--- src/design/givens_rotation_generate_unit_defines.svh ---
// Assertion macros for the Givens rotation generator.
// Used by the top level; depends on a clock named clk and a reset named rst.
`ifndef GIVENS_ROTATION_GENERATE_UNIT_DEFINES_SVH
`define GIVENS_ROTATION_GENERATE_UNIT_DEFINES_SVH

// Implication checked outside reset.
`define GRG_ASSERT_IMPL(lbl, ant, cons, msg) \
  lbl: assert property (@(posedge clk) disable iff (rst) (ant) |-> (cons)) else $error(msg);

// Property checked at every edge, reset included.
`define GRG_ASSERT_ALWAYS(lbl, prop, msg) \
  lbl: assert property (@(posedge clk) prop) else $error(msg);

`endif

--- src/design/grg_pkg.sv ---
// Shared types and constants of the Givens rotation generator.
// No dependencies.
`timescale 1ns / 1ps

package grg_pkg;

  localparam int FIELD_W       = 32;
  localparam int IN_WIDTH_DEF  = 32;
  localparam int FRAC_BITS_DEF = 30;

  // Control that travels alongside each item through the pipeline.
  typedef struct packed {
    logic valid;
    logic zero;
    logic c_neg;
    logic s_neg;
  } ctl_t;

endpackage

--- src/design/grg_front.sv ---
// Front end of the Givens rotation generator: magnitudes, signs, squares and sum.
// Depends on grg_pkg.
`timescale 1ns / 1ps

module grg_front import grg_pkg::*; #(
  parameter int IN_WIDTH  = IN_WIDTH_DEF,
  parameter int FRAC_BITS = FRAC_BITS_DEF
) (
  input  logic                                   clk,
  input  logic                                   rst,
  input  logic                                   en,
  input  logic                                   take,
  input  logic [FIELD_W-1:0]                     in_a,
  input  logic [FIELD_W-1:0]                     in_b,
  output ctl_t                                   ctl,
  output logic [2*IN_WIDTH-1:0]                  sum,
  output logic [2*IN_WIDTH+2*FRAC_BITS+1:0]      rem_c,
  output logic [2*IN_WIDTH+2*FRAC_BITS+1:0]      rem_s
);

  localparam int SW = 2 * IN_WIDTH;
  localparam int RW = SW + 2 * FRAC_BITS + 2;

  logic [IN_WIDTH-1:0] a_raw, b_raw, a_abs, b_abs;
  logic                a_neg, b_neg, r_neg;
  logic [IN_WIDTH-1:0] a_mag, b_mag;
  logic [SW-1:0]       a_sq, b_sq;
  ctl_t                ctl1, ctl2;

  assign a_raw = in_a[IN_WIDTH-1:0];
  assign b_raw = in_b[IN_WIDTH-1:0];
  assign a_neg = a_raw[IN_WIDTH-1];
  assign b_neg = b_raw[IN_WIDTH-1];
  // The most negative value maps to 2^(IN_WIDTH-1), which still fits unsigned.
  assign a_abs = a_neg ? (~a_raw + 1'b1) : a_raw;
  assign b_abs = b_neg ? (~b_raw + 1'b1) : b_raw;
  assign r_neg = (a_abs >= b_abs) ? a_neg : b_neg;

  always_ff @(posedge clk) begin
    if (rst) begin
      ctl1.valid <= 1'b0;
      ctl2.valid <= 1'b0;
      ctl.valid  <= 1'b0;
    end else if (en) begin
      ctl1.valid <= take;
      ctl2.valid <= ctl1.valid;
      ctl.valid  <= ctl2.valid;
    end
  end

  always_ff @(posedge clk) begin
    if (en) begin
      ctl1.zero  <= (a_abs == '0) && (b_abs == '0);
      ctl1.c_neg <= a_neg != r_neg;
      ctl1.s_neg <= b_neg != r_neg;
      a_mag      <= a_abs;
      b_mag      <= b_abs;
      ctl2.zero  <= ctl1.zero;
      ctl2.c_neg <= ctl1.c_neg;
      ctl2.s_neg <= ctl1.s_neg;
      a_sq       <= SW'(a_mag) * SW'(a_mag);
      b_sq       <= SW'(b_mag) * SW'(b_mag);
      ctl.zero   <= ctl2.zero;
      ctl.c_neg  <= ctl2.c_neg;
      ctl.s_neg  <= ctl2.s_neg;
      sum        <= a_sq + b_sq;
      rem_c      <= RW'(a_sq) << (2 * FRAC_BITS);
      rem_s      <= RW'(b_sq) << (2 * FRAC_BITS);
    end
  end

endmodule

--- config.mk ---
export PLATFORM = sky130hd
export DESIGN_NAME = grg_front
export DESIGN_NICKNAME = d
export VERILOG_FILES = /design/src/design/givens_rotation_generate_unit_defines.svh /design/src/design/grg_pkg.sv /design/src/design/grg_front.sv
export SDC_FILE = /design/constraint.sdc
export NUM_CORES = 2
export LEC_CHECK = 0
export ABC_AREA = 1
export BUFFER_PORTS_ARGS = -buffer_cell sky130_fd_sc_hd__buf_2
export CAP_MARGIN = 10
export CORE_MARGIN = 4
export CORE_UTILIZATION = 67
export CTS_BUF_LIST = sky130_fd_sc_hd__clkbuf_8
export DETAILED_ROUTE_END_ITERATION = 10
export PLACE_DENSITY = 0.89
export SYNTH_ARGS = -nofsm -noshare
export SYNTH_HDL_FRONTEND = slang
export SYNTH_SLANG_ARGS = --single-unit
--- constraint.sdc ---
create_clock -name clk -period 21.5 [get_ports clk]
set_input_delay 1.075 -clock clk [delete_from_list [all_inputs] [get_ports clk]]
set_output_delay 1.075 -clock clk [all_outputs]
set_load 0.1 [all_outputs]
Word-level counts from Yosys, hierarchy flattened

Cells that the tools add are included.

Bitwise gates (word level): 2
$lt $le $gt $ge: 1
Multiplexer cells: 3
Add/subtract/negate cells: 3
Multipliers: 2
Equal/unequal tests: 2
Reduce and logical (&&, ||, !) cells: 3

Operators by type and width:

| cell                  | count |
|---|---|
| $mul 32x32->64        | 2 |
| $add 32x1->32 const B | 2 |
| $add 64x64->64        | 1 |
| $logic_not 32->1      | 2 |
| $mux 32               | 2 |
| $not 32->32           | 2 |
| $ge 32x32->1          | 1 |
| $ne 1x1->1            | 2 |
| $logic_and 1x1->1     | 1 |
| $mux 1                | 1 |

Output and inout bits: 320
Register bits: 396

Depth between registers and ports, before layout

Depth in word-level cells: 6
Gate-level depth with buffers: 35
Mapped depth without buffers: 33

Worst setup path before layout

No wires, ideal clock.

Path type: register to register
Start point: register b_mag[2]
End point: register b_sq[59], data pin
Cell stages (with the launch flop): 28
Buffers on the path: 2
Setup time: 252 ps
Required time: 21248 ps
Arrival time: 6609 ps
Period minus slack after synthesis: 6862 ps
Slack: 14638 ps
Cell sequence: edfxtp_1 clkbuf_1 buf_1 nand2_1 fa_1 inv_1 fa_1 inv_1 fa_1 fa_1 inv_1 fa_1 inv_1 fa_1 inv_1 fa_1 fa_1 ha_1 a21o_1 o21bai_1 a21oi_1 nand2_1 a21oi_1 inv_1 nand2_1 nand2_1 nand2_1 nand2_1

Word-level cells in the longest chain between the ends: 1

RTL lines:

| element                | RTL line        | text |
|---|---|---|
| start, declared        | grg_front.sv:26 | `logic [IN_WIDTH-1:0] a_mag, b_mag;` |
| start signal, assigned | grg_front.sv:57 | `b_mag <= b_abs;` |
| $mul 32x32->64         | grg_front.sv:62 | `b_sq <= SW'(b_mag) * SW'(b_mag);` |
| end signal, assigned   | grg_front.sv:62 |  |
| end, declared          | grg_front.sv:27 | `logic [SW-1:0] a_sq, b_sq;` |

Every way passes these cells.
A chain may end at the register's enable or synchronous reset.

Worst setup path after layout

Start point: register a_mag[26]
End point: register a_sq[57], data pin

Word-level cells in the longest chain between the ends: 1

RTL lines:

| element                | RTL line        | text |
|---|---|---|
| start, declared        | grg_front.sv:26 |  |
| start signal, assigned | grg_front.sv:56 | `a_mag <= a_abs;` |
| $mul 32x32->64         | grg_front.sv:61 | `a_sq <= SW'(a_mag) * SW'(a_mag);` |
| end signal, assigned   | grg_front.sv:61 |  |
| end, declared          | grg_front.sv:27 |  |

Every way passes these cells.

==> results.tsv <==
metric	value	unit
status	complete, but fails checks	
violations	DRC	
drtIter0Drc	6420	
async_flop_share	0	
synth_warnings	0	
place_ws	13.95	ns
crit_path_end_kind	flip-flop	
io_pins	388	
synth_area	82100	um^2
core_area	122000	um^2
rsz0062_at_grt	no	
drt-pass1-iter-count	11	
reg2reg_to	a_sq[57]$_DFFE_PP_	
num_rows	128	
max_clock_freq	0.129	GHz
hold_viol	0	
min_path_type	flip-flop to flip-flop	
synthFlopType	edfxtp_1	
cts_sinks	392	
ys_types	52	
setup_tns	0	ns
r2r_slack	13.74	ns
crit_path_max_fanout	32	
synth_enable_flop_cells	389	
clk_pin_slew_worst_paths	0.06	ns
critical_path_class	flip-flop to flip-flop	
areaGrowthSynthToFinish	4.87	%
post-route-drc-count	3	
gp_congestion	1.04	
cts_root_buf	clkbuf_8	
hold_slack	0.422	ns
finalSetupViolations	0	
r2r_start	a_mag[26]$_DFFE_PP_	
wl	243000	um
wl_per_cell	21.1	um
antenna_found_initial	17	
synth_area_per_cell	8.50	um^2
die_area	128000	um^2
min_from	ctl2[0]$_DFFE_PP_	
die_h	358	um
postCtsSetupBuffers	0	
cts-htree-levels	3	
start_kind	flip-flop	
max_slew_margin	0.255	
maxCapViolations	0	
final_nets	12200	
report.final.slew_viol_count	0	
dp_hpwl	202000	um
seq_area_frac_synth	0.143	
synthesis.instances	9658	
min_path_cells	0	
finalCritPeriodShare	0.361	
skew	0.0715	ns
multi_input_area	58000	um^2
cts_hold_buffers	0	
worstHoldEndpoint	ctl[0]$_DFFE_PP_	
cts_made_buffers	72	
num_vias	65100	
ff_latch_area	11700	um^2
clk_latency	0.73	ns
cts_tree	yes	
grt_pass1_wl	379000	um
routed_via_density	5.64	
io_buffers	261	
layout.cells.most_common	inv_1	
grt_max_degree	104	
synth-seq-cells	392	
drive_above_1_share	0.0535	
grt-ovfl-total	0	
final_cell_mix	inv_1, nand2_1, fa_1	
period_needed	7.76	ns
die_w	358	um
clock_path_buffers	3	
setup_ws	13.74	ns
cp.required	21.94	ns
grt.total_usage	0.389	
cts-resized-gates	0	
fill_cells	8875	
start_util	0.674	
drtAntennaViolNets	0	
r2r_cells	25	
grt_pass1_vias	71200	
tightestPinTransition	1.12	ns
worst-endpoint-arrival	8.19	ns
## Yosys cell counts (22+ instances only)
cell type  number  share of area
nor3_1         38         0.0023
o21ai_1        23         0.0014
buf_4         127          0.012
nor2_1        546          0.025
xnor2_1        50         0.0053
ha_1          695           0.11
nand3_1       208          0.013
edfxtp_1      389           0.14
nor2_2         22         0.0017
o21ai_0       143         0.0087
a31oi_1        44         0.0034
fa_1         1584           0.39
a21o_1         40         0.0037
buf_1          26         0.0012
nand4_1        39         0.0030
inv_1        2933           0.13
a21oi_1       262          0.016
o21bai_1       61         0.0056
xor2_1        172          0.018
clkbuf_1      183         0.0084
nand2_1      1910          0.087
## sequential cells by signal, indices dropped and copies added (netlist names)
name   flops
a_mag     32
ctl        4
b_mag     32
ctl2       4
rem_s     63
b_sq      63
sum       64
ctl1       4
a_sq      63
rem_c     63
## critical path, stage by stage (launching register included)
cell      delay, ns
edfxtp_1       0.35
buf_4          0.48
nand2_1        0.16
fa_1           0.62
inv_1          0.08
fa_1           0.58
inv_1          0.07
fa_1           0.53
inv_1          0.05
fa_1           0.54
inv_1          0.07
fa_1           0.56
fa_1           0.43
fa_1           0.46
fa_1           0.56
inv_1          0.06
ha_1           0.39
nand2_1        0.17
nand2_1        0.08
o21bai_1       0.19
a21boi_0       0.42
o21ai_0        0.20
a21oi_1        0.22
nand2_1        0.08
nand2_1        0.06
nand2_1        0.04
## area by class of cell
class                           instances  area share
Clock buffer                           73      0.0117
Tap cell                             1625      0.0236
Clock inverter                         54     0.00464
Sequential cell                       392       0.136
Antenna cell                           15    0.000436
Timing Repair Buffer                  329      0.0212
Inverter                             2938       0.128
Multi-Input combinational cell       6109       0.674
## per-stage QoR
| stage | instance area [um^2] | utilization | instances |
|---|---|---|---|
| after floorplan | 82500 | - | 9783 |
| after global placement | 84600 | 0.695 | 11400 |
| after detailed placement | 84600 | 0.695 | 11400 |
| after CTS | 86000 | 0.707 | 11500 |
| after global routing | 86000 | 0.707 | 11500 |
| final | 86100 | 0.707 | 11500 |
## logic make-up (layout without fill, tap and decap cells)
kind of cell               count (synthesis)  in the layout  synth area share
AOI/OAI and AO/OA                        647            647            0.0462
xor gates and xnor gates                 222            222            0.0237
adders and majority gates               2279           2279             0.492
buffers and inverters                   3282           3394             0.156
DFF                                      392            392             0.143
other                                      1            141         0.0000457
and+or+nand+nor                         2835           2835             0.139
## layer usage
layer / up-vias / GRT usage / wire length (um)
met5: - / 0 / 12
met2: 4107 / 0.638 / 114000
met4: 2 / 0.236 / 17700
met3: 1172 / 0.0939 / 27300
met1: 31400 / 0.467 / 84300
li1: 28300 / - / -
## how the worst max path moves through the flow
stage | startpoint | endpoint | slack [ns]
finish | a_mag[26]$_DFFE_PP_ | a_sq[57]$_DFFE_PP_ | 13.74
global route | a_mag[9]$_DFFE_PP_ | a_sq[57]$_DFFE_PP_ | 13.47
CTS | a_mag[26]$_DFFE_PP_ | a_sq[57]$_DFFE_PP_ | 13.88
detailed placement | a_mag[26]$_DFFE_PP_ | a_sq[57]$_DFFE_PP_ | 13.95
global placement | a_mag[10]$_DFFE_PP_ | a_sq[57]$_DFFE_PP_ | 14.02
floorplan | b_mag[2]$_DFFE_PP_ | b_sq[59]$_DFFE_PP_ | 14.64
Power is left out: the tool's default activity adds up to more than one toggle a clock period on the data nets, which glitch-free logic cannot reach.
