==> config.mk <==
export PLATFORM = sky130hd
export DESIGN_NAME = grg_cell
export DESIGN_NICKNAME = d
export VERILOG_FILES = /design/src/design/givens_rotation_generate_unit_defines.svh /design/src/design/grg_pkg.sv /design/src/design/grg_cell.sv
export SDC_FILE = /design/constraint.sdc
export NUM_CORES = 2
export LEC_CHECK = 0
export ABC_AREA = 1
export BUFFER_PORTS_ARGS = -buffer_cell sky130_fd_sc_hd__buf_2
export CORE_AREA = 2 2 451 453
export CTS_CLUSTER_DIAMETER = 150
export DETAILED_ROUTE_END_ITERATION = 16
export DIE_AREA = 0 0 453 455
export GPL_ROUTABILITY_DRIVEN = 0
export PLACE_DENSITY = 0.62
export SLEW_MARGIN = 20
export SYNTH_ARGS = -nofsm -noshare
export SYNTH_HDL_FRONTEND = slang
export SYNTH_SLANG_ARGS = --single-unit
==> constraint.sdc <==
create_clock -name clk -period 6.4 [get_ports clk]
set_input_delay 0.32 -clock clk [delete_from_list [all_inputs] [get_ports clk]]
set_output_delay 0.32 -clock clk [all_outputs]
set_load 0.03 [all_outputs]
==> src/design/givens_rotation_generate_unit_defines.svh <==
// Assertion macros for the Givens rotation generator.
// Used by the top level; depends on a clock named clk and a reset named rst.
`ifndef GIVENS_ROTATION_GENERATE_UNIT_DEFINES_SVH
`define GIVENS_ROTATION_GENERATE_UNIT_DEFINES_SVH

// Implication checked outside reset.
`define GRG_ASSERT_IMPL(lbl, ant, cons, msg) \
  lbl: assert property (@(posedge clk) disable iff (rst) (ant) |-> (cons)) else $error(msg);

// Property checked at every edge, reset included.
`define GRG_ASSERT_ALWAYS(lbl, prop, msg) \
  lbl: assert property (@(posedge clk) prop) else $error(msg);

`endif

==> src/design/grg_pkg.sv <==
// Shared types and constants of the Givens rotation generator.
// No dependencies.
`timescale 1ns / 1ps

package grg_pkg;

  localparam int FIELD_W       = 32;
  localparam int IN_WIDTH_DEF  = 32;
  localparam int FRAC_BITS_DEF = 30;

  // Control that travels alongside each item through the pipeline.
  typedef struct packed {
    logic valid;
    logic zero;
    logic c_neg;
    logic s_neg;
  } ctl_t;

endpackage

==> src/design/grg_cell.sv <==
// One cell of the root chain: settles one bit of both the cosine and sine magnitudes.
// Depends on grg_pkg.
`timescale 1ns / 1ps

module grg_cell import grg_pkg::*; #(
  parameter int IN_WIDTH  = IN_WIDTH_DEF,
  parameter int FRAC_BITS = FRAC_BITS_DEF,
  parameter int BIT       = FRAC_BITS_DEF
) (
  input  logic                                   clk,
  input  logic                                   rst,
  input  logic                                   en,
  input  ctl_t                                   prev_ctl,
  input  logic [2*IN_WIDTH-1:0]                  prev_sum,
  input  logic [2*IN_WIDTH+2*FRAC_BITS+1:0]      prev_rem_c,
  input  logic [2*IN_WIDTH+FRAC_BITS:0]          prev_prod_c,
  input  logic [FRAC_BITS:0]                     prev_k_c,
  input  logic [2*IN_WIDTH+2*FRAC_BITS+1:0]      prev_rem_s,
  input  logic [2*IN_WIDTH+FRAC_BITS:0]          prev_prod_s,
  input  logic [FRAC_BITS:0]                     prev_k_s,
  output ctl_t                                   ctl,
  output logic [2*IN_WIDTH-1:0]                  sum,
  output logic [2*IN_WIDTH+2*FRAC_BITS+1:0]      rem_c,
  output logic [2*IN_WIDTH+FRAC_BITS:0]          prod_c,
  output logic [FRAC_BITS:0]                     k_c,
  output logic [2*IN_WIDTH+2*FRAC_BITS+1:0]      rem_s,
  output logic [2*IN_WIDTH+FRAC_BITS:0]          prod_s,
  output logic [FRAC_BITS:0]                     k_s
);

  localparam int SW = 2 * IN_WIDTH;
  localparam int RW = SW + 2 * FRAC_BITS + 2;
  localparam int PW = SW + FRAC_BITS + 1;
  localparam int KW = FRAC_BITS + 1;

  // Setting this bit raises k*k*S by (k*2^(BIT+1) + 2^(2*BIT))*S; prod holds k*S.
  logic [RW-1:0] sq_term, d_c, d_s;
  logic          fit_c, fit_s;

  assign sq_term = RW'(prev_sum) << (2 * BIT);
  assign d_c     = (RW'(prev_prod_c) << (BIT + 1)) + sq_term;
  assign d_s     = (RW'(prev_prod_s) << (BIT + 1)) + sq_term;
  assign fit_c   = d_c <= prev_rem_c;
  assign fit_s   = d_s <= prev_rem_s;

  always_ff @(posedge clk) begin
    if (rst) begin
      ctl.valid <= 1'b0;
    end else if (en) begin
      ctl.valid <= prev_ctl.valid;
    end
  end

  always_ff @(posedge clk) begin
    if (en) begin
      ctl.zero  <= prev_ctl.zero;
      ctl.c_neg <= prev_ctl.c_neg;
      ctl.s_neg <= prev_ctl.s_neg;
      sum       <= prev_sum;
      rem_c     <= fit_c ? (prev_rem_c - d_c) : prev_rem_c;
      prod_c    <= fit_c ? (prev_prod_c + (PW'(prev_sum) << BIT)) : prev_prod_c;
      k_c       <= fit_c ? (prev_k_c | (KW'(1) << BIT)) : prev_k_c;
      rem_s     <= fit_s ? (prev_rem_s - d_s) : prev_rem_s;
      prod_s    <= fit_s ? (prev_prod_s + (PW'(prev_sum) << BIT)) : prev_prod_s;
      k_s       <= fit_s ? (prev_k_s | (KW'(1) << BIT)) : prev_k_s;
    end
  end

endmodule

Yosys cells after proc, flatten, opt, wreduce, memory -nomap -nowiden
Index checks and enable logic that the tools add are counted.
{"block": "classes", "add_sub_neg": 6, "order_cmp": 2, "n_mux": 4}
{"op": "adder 126 x 124 -> 126 bit", "count": 2}
{"op": "<= comparator 126 bit", "count": 2}
{"op": "2-to-1 mux 126 bit", "count": 2}
{"op": "subtractor 126 bit", "count": 2}
{"op": "adder 95 x 94 -> 95 bit", "count": 2}
{"op": "2-to-1 mux 95 bit", "count": 2}
{"block": "word_totals", "inputBits": 575, "register_bits": 572, "elab_cells": 25, "out_inout_bits": 572}

Depth between registers and ports, before layout
{"block": "logic_depth", "word_depth": 3, "mapped_depth": 30, "ltp_nobuf": 30}

Least setup slack after synthesis
OpenSTA, ideal clock, no wires.
{"block": "synth_timing", "path_type": "in2reg", "start": "in prev_sum[0]", "end": "reg prod_s[40] (data pin)", "stages": 27, "t_arrival_ns": 3.577, "required_time_ns": 6.147, "setup_slack_ns": 2.570, "setup_time_ns": 0.253, "path_buffers": 2, "cell_sequence": "ha_1 -> fa_1 -> nand3_1 -> nand3_1 -> nand2_1 -> nand2_1 -> a21oi_1 -> o21bai_1 -> nand2_1 -> nand2_1 -> nand2_1 -> nand2_1 -> nand2_1 -> nand2_1 -> ha_1 -> nand2_1 -> nor2_2 -> inv_2 -> nor2_4 -> nand2_2 -> nor3_2 -> nand3_1 -> o21a_2 -> buf_6 -> buf_4 -> nand3_1 -> nand2_1"}
{"block": "synth_via", "elab_chain_len": 3, "word_cells_on_any_way": 4, "cone_classes": "add/sub: 2; order compare: 1; mux: 1"}
{"item": "start, declared", "line": "grg_cell.sv:14", "source": "input logic [2*IN_WIDTH-1:0] prev_sum,"}
{"item": "adder 126 x 124 -> 126 bit", "line": "grg_cell.sv:42", "source": "assign d_s = (RW'(prev_prod_s) << (BIT + 1)) + sq_term;"}
{"item": "<= comparator 126 bit", "line": "grg_cell.sv:44", "source": "assign fit_s = d_s <= prev_rem_s;"}
{"item": "2-to-1 mux 95 bit *", "line": "grg_cell.sv:64", "source": "prod_s <= fit_s ? (prev_prod_s + (PW'(prev_sum) << BIT)) : prev_prod_s;"}
{"item": "end signal, assigned", "line": "grg_cell.sv:64"}
{"item": "end, declared", "line": "grg_cell.sv:27", "source": "output logic [2*IN_WIDTH+FRAC_BITS:0] prod_s,"}
Every way passes the cells marked *; elsewhere a longest branch is shown, timed or not.
A chain may end at the register's enable or synchronous reset.

Worst setup path after layout
{"block": "layout_timing", "start": "in prev_sum[0]", "end": "reg prod_c[87] (data pin)"}
{"block": "layout_via", "elab_chain_len": 3, "word_cells_on_any_way": 4, "cone_classes": "add/sub: 2; order compare: 1; mux: 1"}
{"item": "adder 126 x 124 -> 126 bit", "line": "grg_cell.sv:41", "source": "assign d_c = (RW'(prev_prod_c) << (BIT + 1)) + sq_term;"}
{"item": "<= comparator 126 bit", "line": "grg_cell.sv:43", "source": "assign fit_c = d_c <= prev_rem_c;"}
{"item": "2-to-1 mux 95 bit *", "line": "grg_cell.sv:61", "source": "prod_c <= fit_c ? (prev_prod_c + (PW'(prev_sum) << BIT)) : prev_prod_c;"}
{"item": "end signal, assigned", "line": "grg_cell.sv:61"}
{"item": "end, declared", "line": "grg_cell.sv:24", "source": "output logic [2*IN_WIDTH+FRAC_BITS:0] prod_c,"}
Marked as above.

==> impl_metrics.json <==
{
  "synth_top_cell_by_area": "edfxtp_1",
  "hold_end": "sum[58]",
  "dp_hpwl_mm": 284,
  "drive_gt1_share_pct": 13.8,
  "antenna_found_initial": 69,
  "final_max_slew_viol_count": 0,
  "worstPathRequired_ps": 6850,
  "final_cells": 14600,
  "cp-end-kind": "flop",
  "final_core_util_pct": 39.6,
  "setup_violations": 0,
  "grtUsageMet3_pct": 7.90,
  "numClockSinks": 572,
  "synthCells": 10200,
  "syn_area_per_cell_um2": 6.23,
  "clockBufferDepth": 3,
  "crit_path_start_kind": "input port",
  "cp.arrival_ps": 6710,
  "timing.rr.end": "ctl[3]",
  "wire_per_inst_um": 23.1,
  "rows": 165,
  "drc_errors": 0,
  "yosysWarnings": 0,
  "core_area_um2": 201000,
  "synth.distinct_cells": 45,
  "finalHoldViolations": 0,
  "cts_tree": "yes",
  "critPathKind": "in -> reg",
  "synth_area_leaders": "edfxtp_1 27%, nand2_1 23%, inv_1 12%",
  "timing.rr.start": "ctl[3]",
  "ioPinCount": 1147,
  "die_x_um": 453,
  "cts-buffers-inserted": 75,
  "vias": 74100,
  "grt_usage_pct": 31.3,
  "ys.flop_type": "edfxtp_1",
  "setup_ws_ps": 141,
  "min-delay-start": "prev_sum[58]",
  "dieArea_um2": 206000,
  "drv_cap": 0,
  "numPortBuffers": 1146,
  "p_leak_nw": 42.6,
  "reg2regPathDepth": 3,
  "rsz0062_at_grt": "no",
  "met1_usage_pct": 40.4,
  "nNetsFinal": 12900,
  "slew_headroom_pct": 32.5,
  "cts-htree-levels": 3,
  "grt.busiest_layer": "met2",
  "drt_iter0_drc": 10000,
  "start_util_pct": 31.6,
  "tns_ps": 0,
  "place_ws_ps": 165,
  "grt_pass1_wl_mm": 465,
  "synth_edf_count": 571,
  "areaGrowthSynthToFinish_pct": 25.5,
  "crit_start": "prev_sum[0]",
  "status": "finished, final reports clean",
  "wirelength_mm": 339,
  "cts-root-buf": "clkbuf_16",
  "holdWs_ps": 29.6,
  "grt_max_degree": 150,
  "dp_cells": 14000,
  "pwr_density_cell_nw_per_um2": 246,
  "grt_pass1_vias": 65700,
  "reg2reg_slack_ps": 5200,
  "fp.dieH_um": 455,
  "ir_drop_mv": 0.203,
  "met2_usage_pct": 43.8,
  "period_share_pct": 97.8,
  "min_period_ps": 6260,
  "ant_nets": 0,
  "clk_pin_slew_ps": 60,
  "finClkSkew_ps": 0,
  "synth_fp_nets": 11200,
  "hold_class": "in -> reg",
  "hold_path_depth": 1,
  "tightest_slew_ps": 1000,
  "cp_max_fo": 77,
  "fmax_ghz": 0.160,
  "synth.cell_area_um2": 63500,
  "vias_per_cell": 5.07,
  "synth-seq-cells": 572,
  "clock_latency_ps": 760,
  "async_reset_ff_share_pct": 0,
  "dr.pass1.iters": 7,
  "ys_seq_area_share_pct": 27.0,
  "yosys.area.top_type_share_pct": 27.0,
  "grt-ovfl-total": 0
}
## cells in the final DEF, fill, tap and decap left out, types with 33 or more instances in the layout
cell type / n
a21oi_1: 465
buf_2: 1145
clkbuf_16: 75
diode_2: 36
dlygate4sd3_1: 500
edfxtp_1: 571
ha_1: 446
inv_1: 1984
nand2_1: 3946
nand3_1: 559
nand3_2: 223
nand3b_1: 86
nand4_1: 78
nor2_1: 894
nor2_2: 33
nor3_1: 122
o21ai_0: 218
o21bai_1: 50
xnor2_1: 58
xor2_1: 185
## stage by stage
step,power [mW],area [um^2]
3_5_place_dp,14.6,72200
5_1_grt,20.4,79700
4_1_cts,19.3,79600
3_3_place_gp,14.6,72200
6_report,19.6,79800
2_1_floorplan,11.1,63500
## registers in the layout, summed over array words and instances (netlist names)
register / flops
rem_c: 126
prod_s: 95
rem_s: 126
k_c: 31
sum: 64
k_s: 31
ctl: 4
prod_c: 95
## cell usage after synthesis (7+ instances only)
cell type	instances
nand2_1	3946
inv_1	1984
nor2_1	894
edfxtp_1	571
nand3_1	559
a21oi_1	465
ha_1	446
nand3_2	223
o21ai_0	218
xor2_1	186
nor3_1	122
nand3b_1	86
nand4_1	78
buf_6	68
xnor2_1	58
o21bai_1	50
nor2_2	34
nand2_2	30
buf_4	20
and2_1	18
inv_2	16
a21o_1	12
a21boi_0	10
or2_2	10
a31oi_1	9
buf_2	9
nor4_1	9
o21a_1	8
clkinv_1	7
nor2_4	7
o211ai_1	7
## metal layers
layer,vias to the layer above,routed length (um)
li1,35200,-
met1,33200,134000
met2,4711,133000
met3,1051,37900
met4,8,33100
met5,-,57
## report_power, final
group / leakage, nW / total [mW] / internal [mW] / switching (mW)
Sequential: 5.59 / 5.26 / 4.86 / 0.402
Combinational: 35.8 / 9.96 / 2.82 / 7.14
Clock: 1.17 / 4.37 / 2.33 / 2.04
Total: 42.6 / 19.6 / 10.0 / 9.59
## timing repair
| item | 4_1_cts | 5_1_grt |
|---|---|---|
| endpoints found under the setup margin | 0 | 21 |
| hold buffers | 500 | 0 |
| gates resized for setup | 0 | 1 |
| endpoints found under the hold margin | 499 | 0 |
| buffers inserted | 0 | 0 |
## worst max-delay path by stage
stage	to	slack, ps
after floorplan	prod_s[40]	2570
after global placement	rem_c[78]	100
after detailed placement	rem_c[78]	170
after CTS	prod_c[87]	390
after global routing	prod_c[87]	100
final	prod_c[87]	140
## cell families (layout without fill, tap and decap cells)
logic type,after synthesis,after routing,share of synthesized area [%]
muxes,1,1,0.0158
xor gates and xnor gates,244,244,3.36
other,0,36,0
DFF,572,572,27.0
AOI/OAI and AO/OA,791,791,6.62
and+or+nand+nor,6030,6030,40.6
adders and majority gates,452,452,8.97
buffers and inverters,2111,3837,13.5
## worst max-delay path: stages
cell           delay [ps]
dlygate4sd3_1         540
buf_2                 220
ha_1                  370
fa_1                  450
nand3_1               100
nand3_1               150
a21oi_1               370
o21ai_0               290
nand2_1               120
nand2_1               130
nand2_1               160
nand3_1                80
nand2_1                70
nand2_1                60
ha_1                  430
nand2_1               150
nor2_2                190
inv_2                  80
nor2_4                350
nand3_1               130
nor2_1                560
nand3_1               370
o21a_4                390
buf_12                260
nand3_2               170
nand2_1                70
## layout make-up
type | count | area, um^2
clock buffers | 81 | 1900
well taps | 2672 | 3340
diodes | 36 | 90.1
flip-flops and latches | 572 | 17200
fillers | 21600 | 122000
clock inverters | 57 | 551
multi-input cells | 7518 | 37900
inverters | 2007 | 7530
repair buffers | 1692 | 11300
Power figures use the tool's default switching activity.
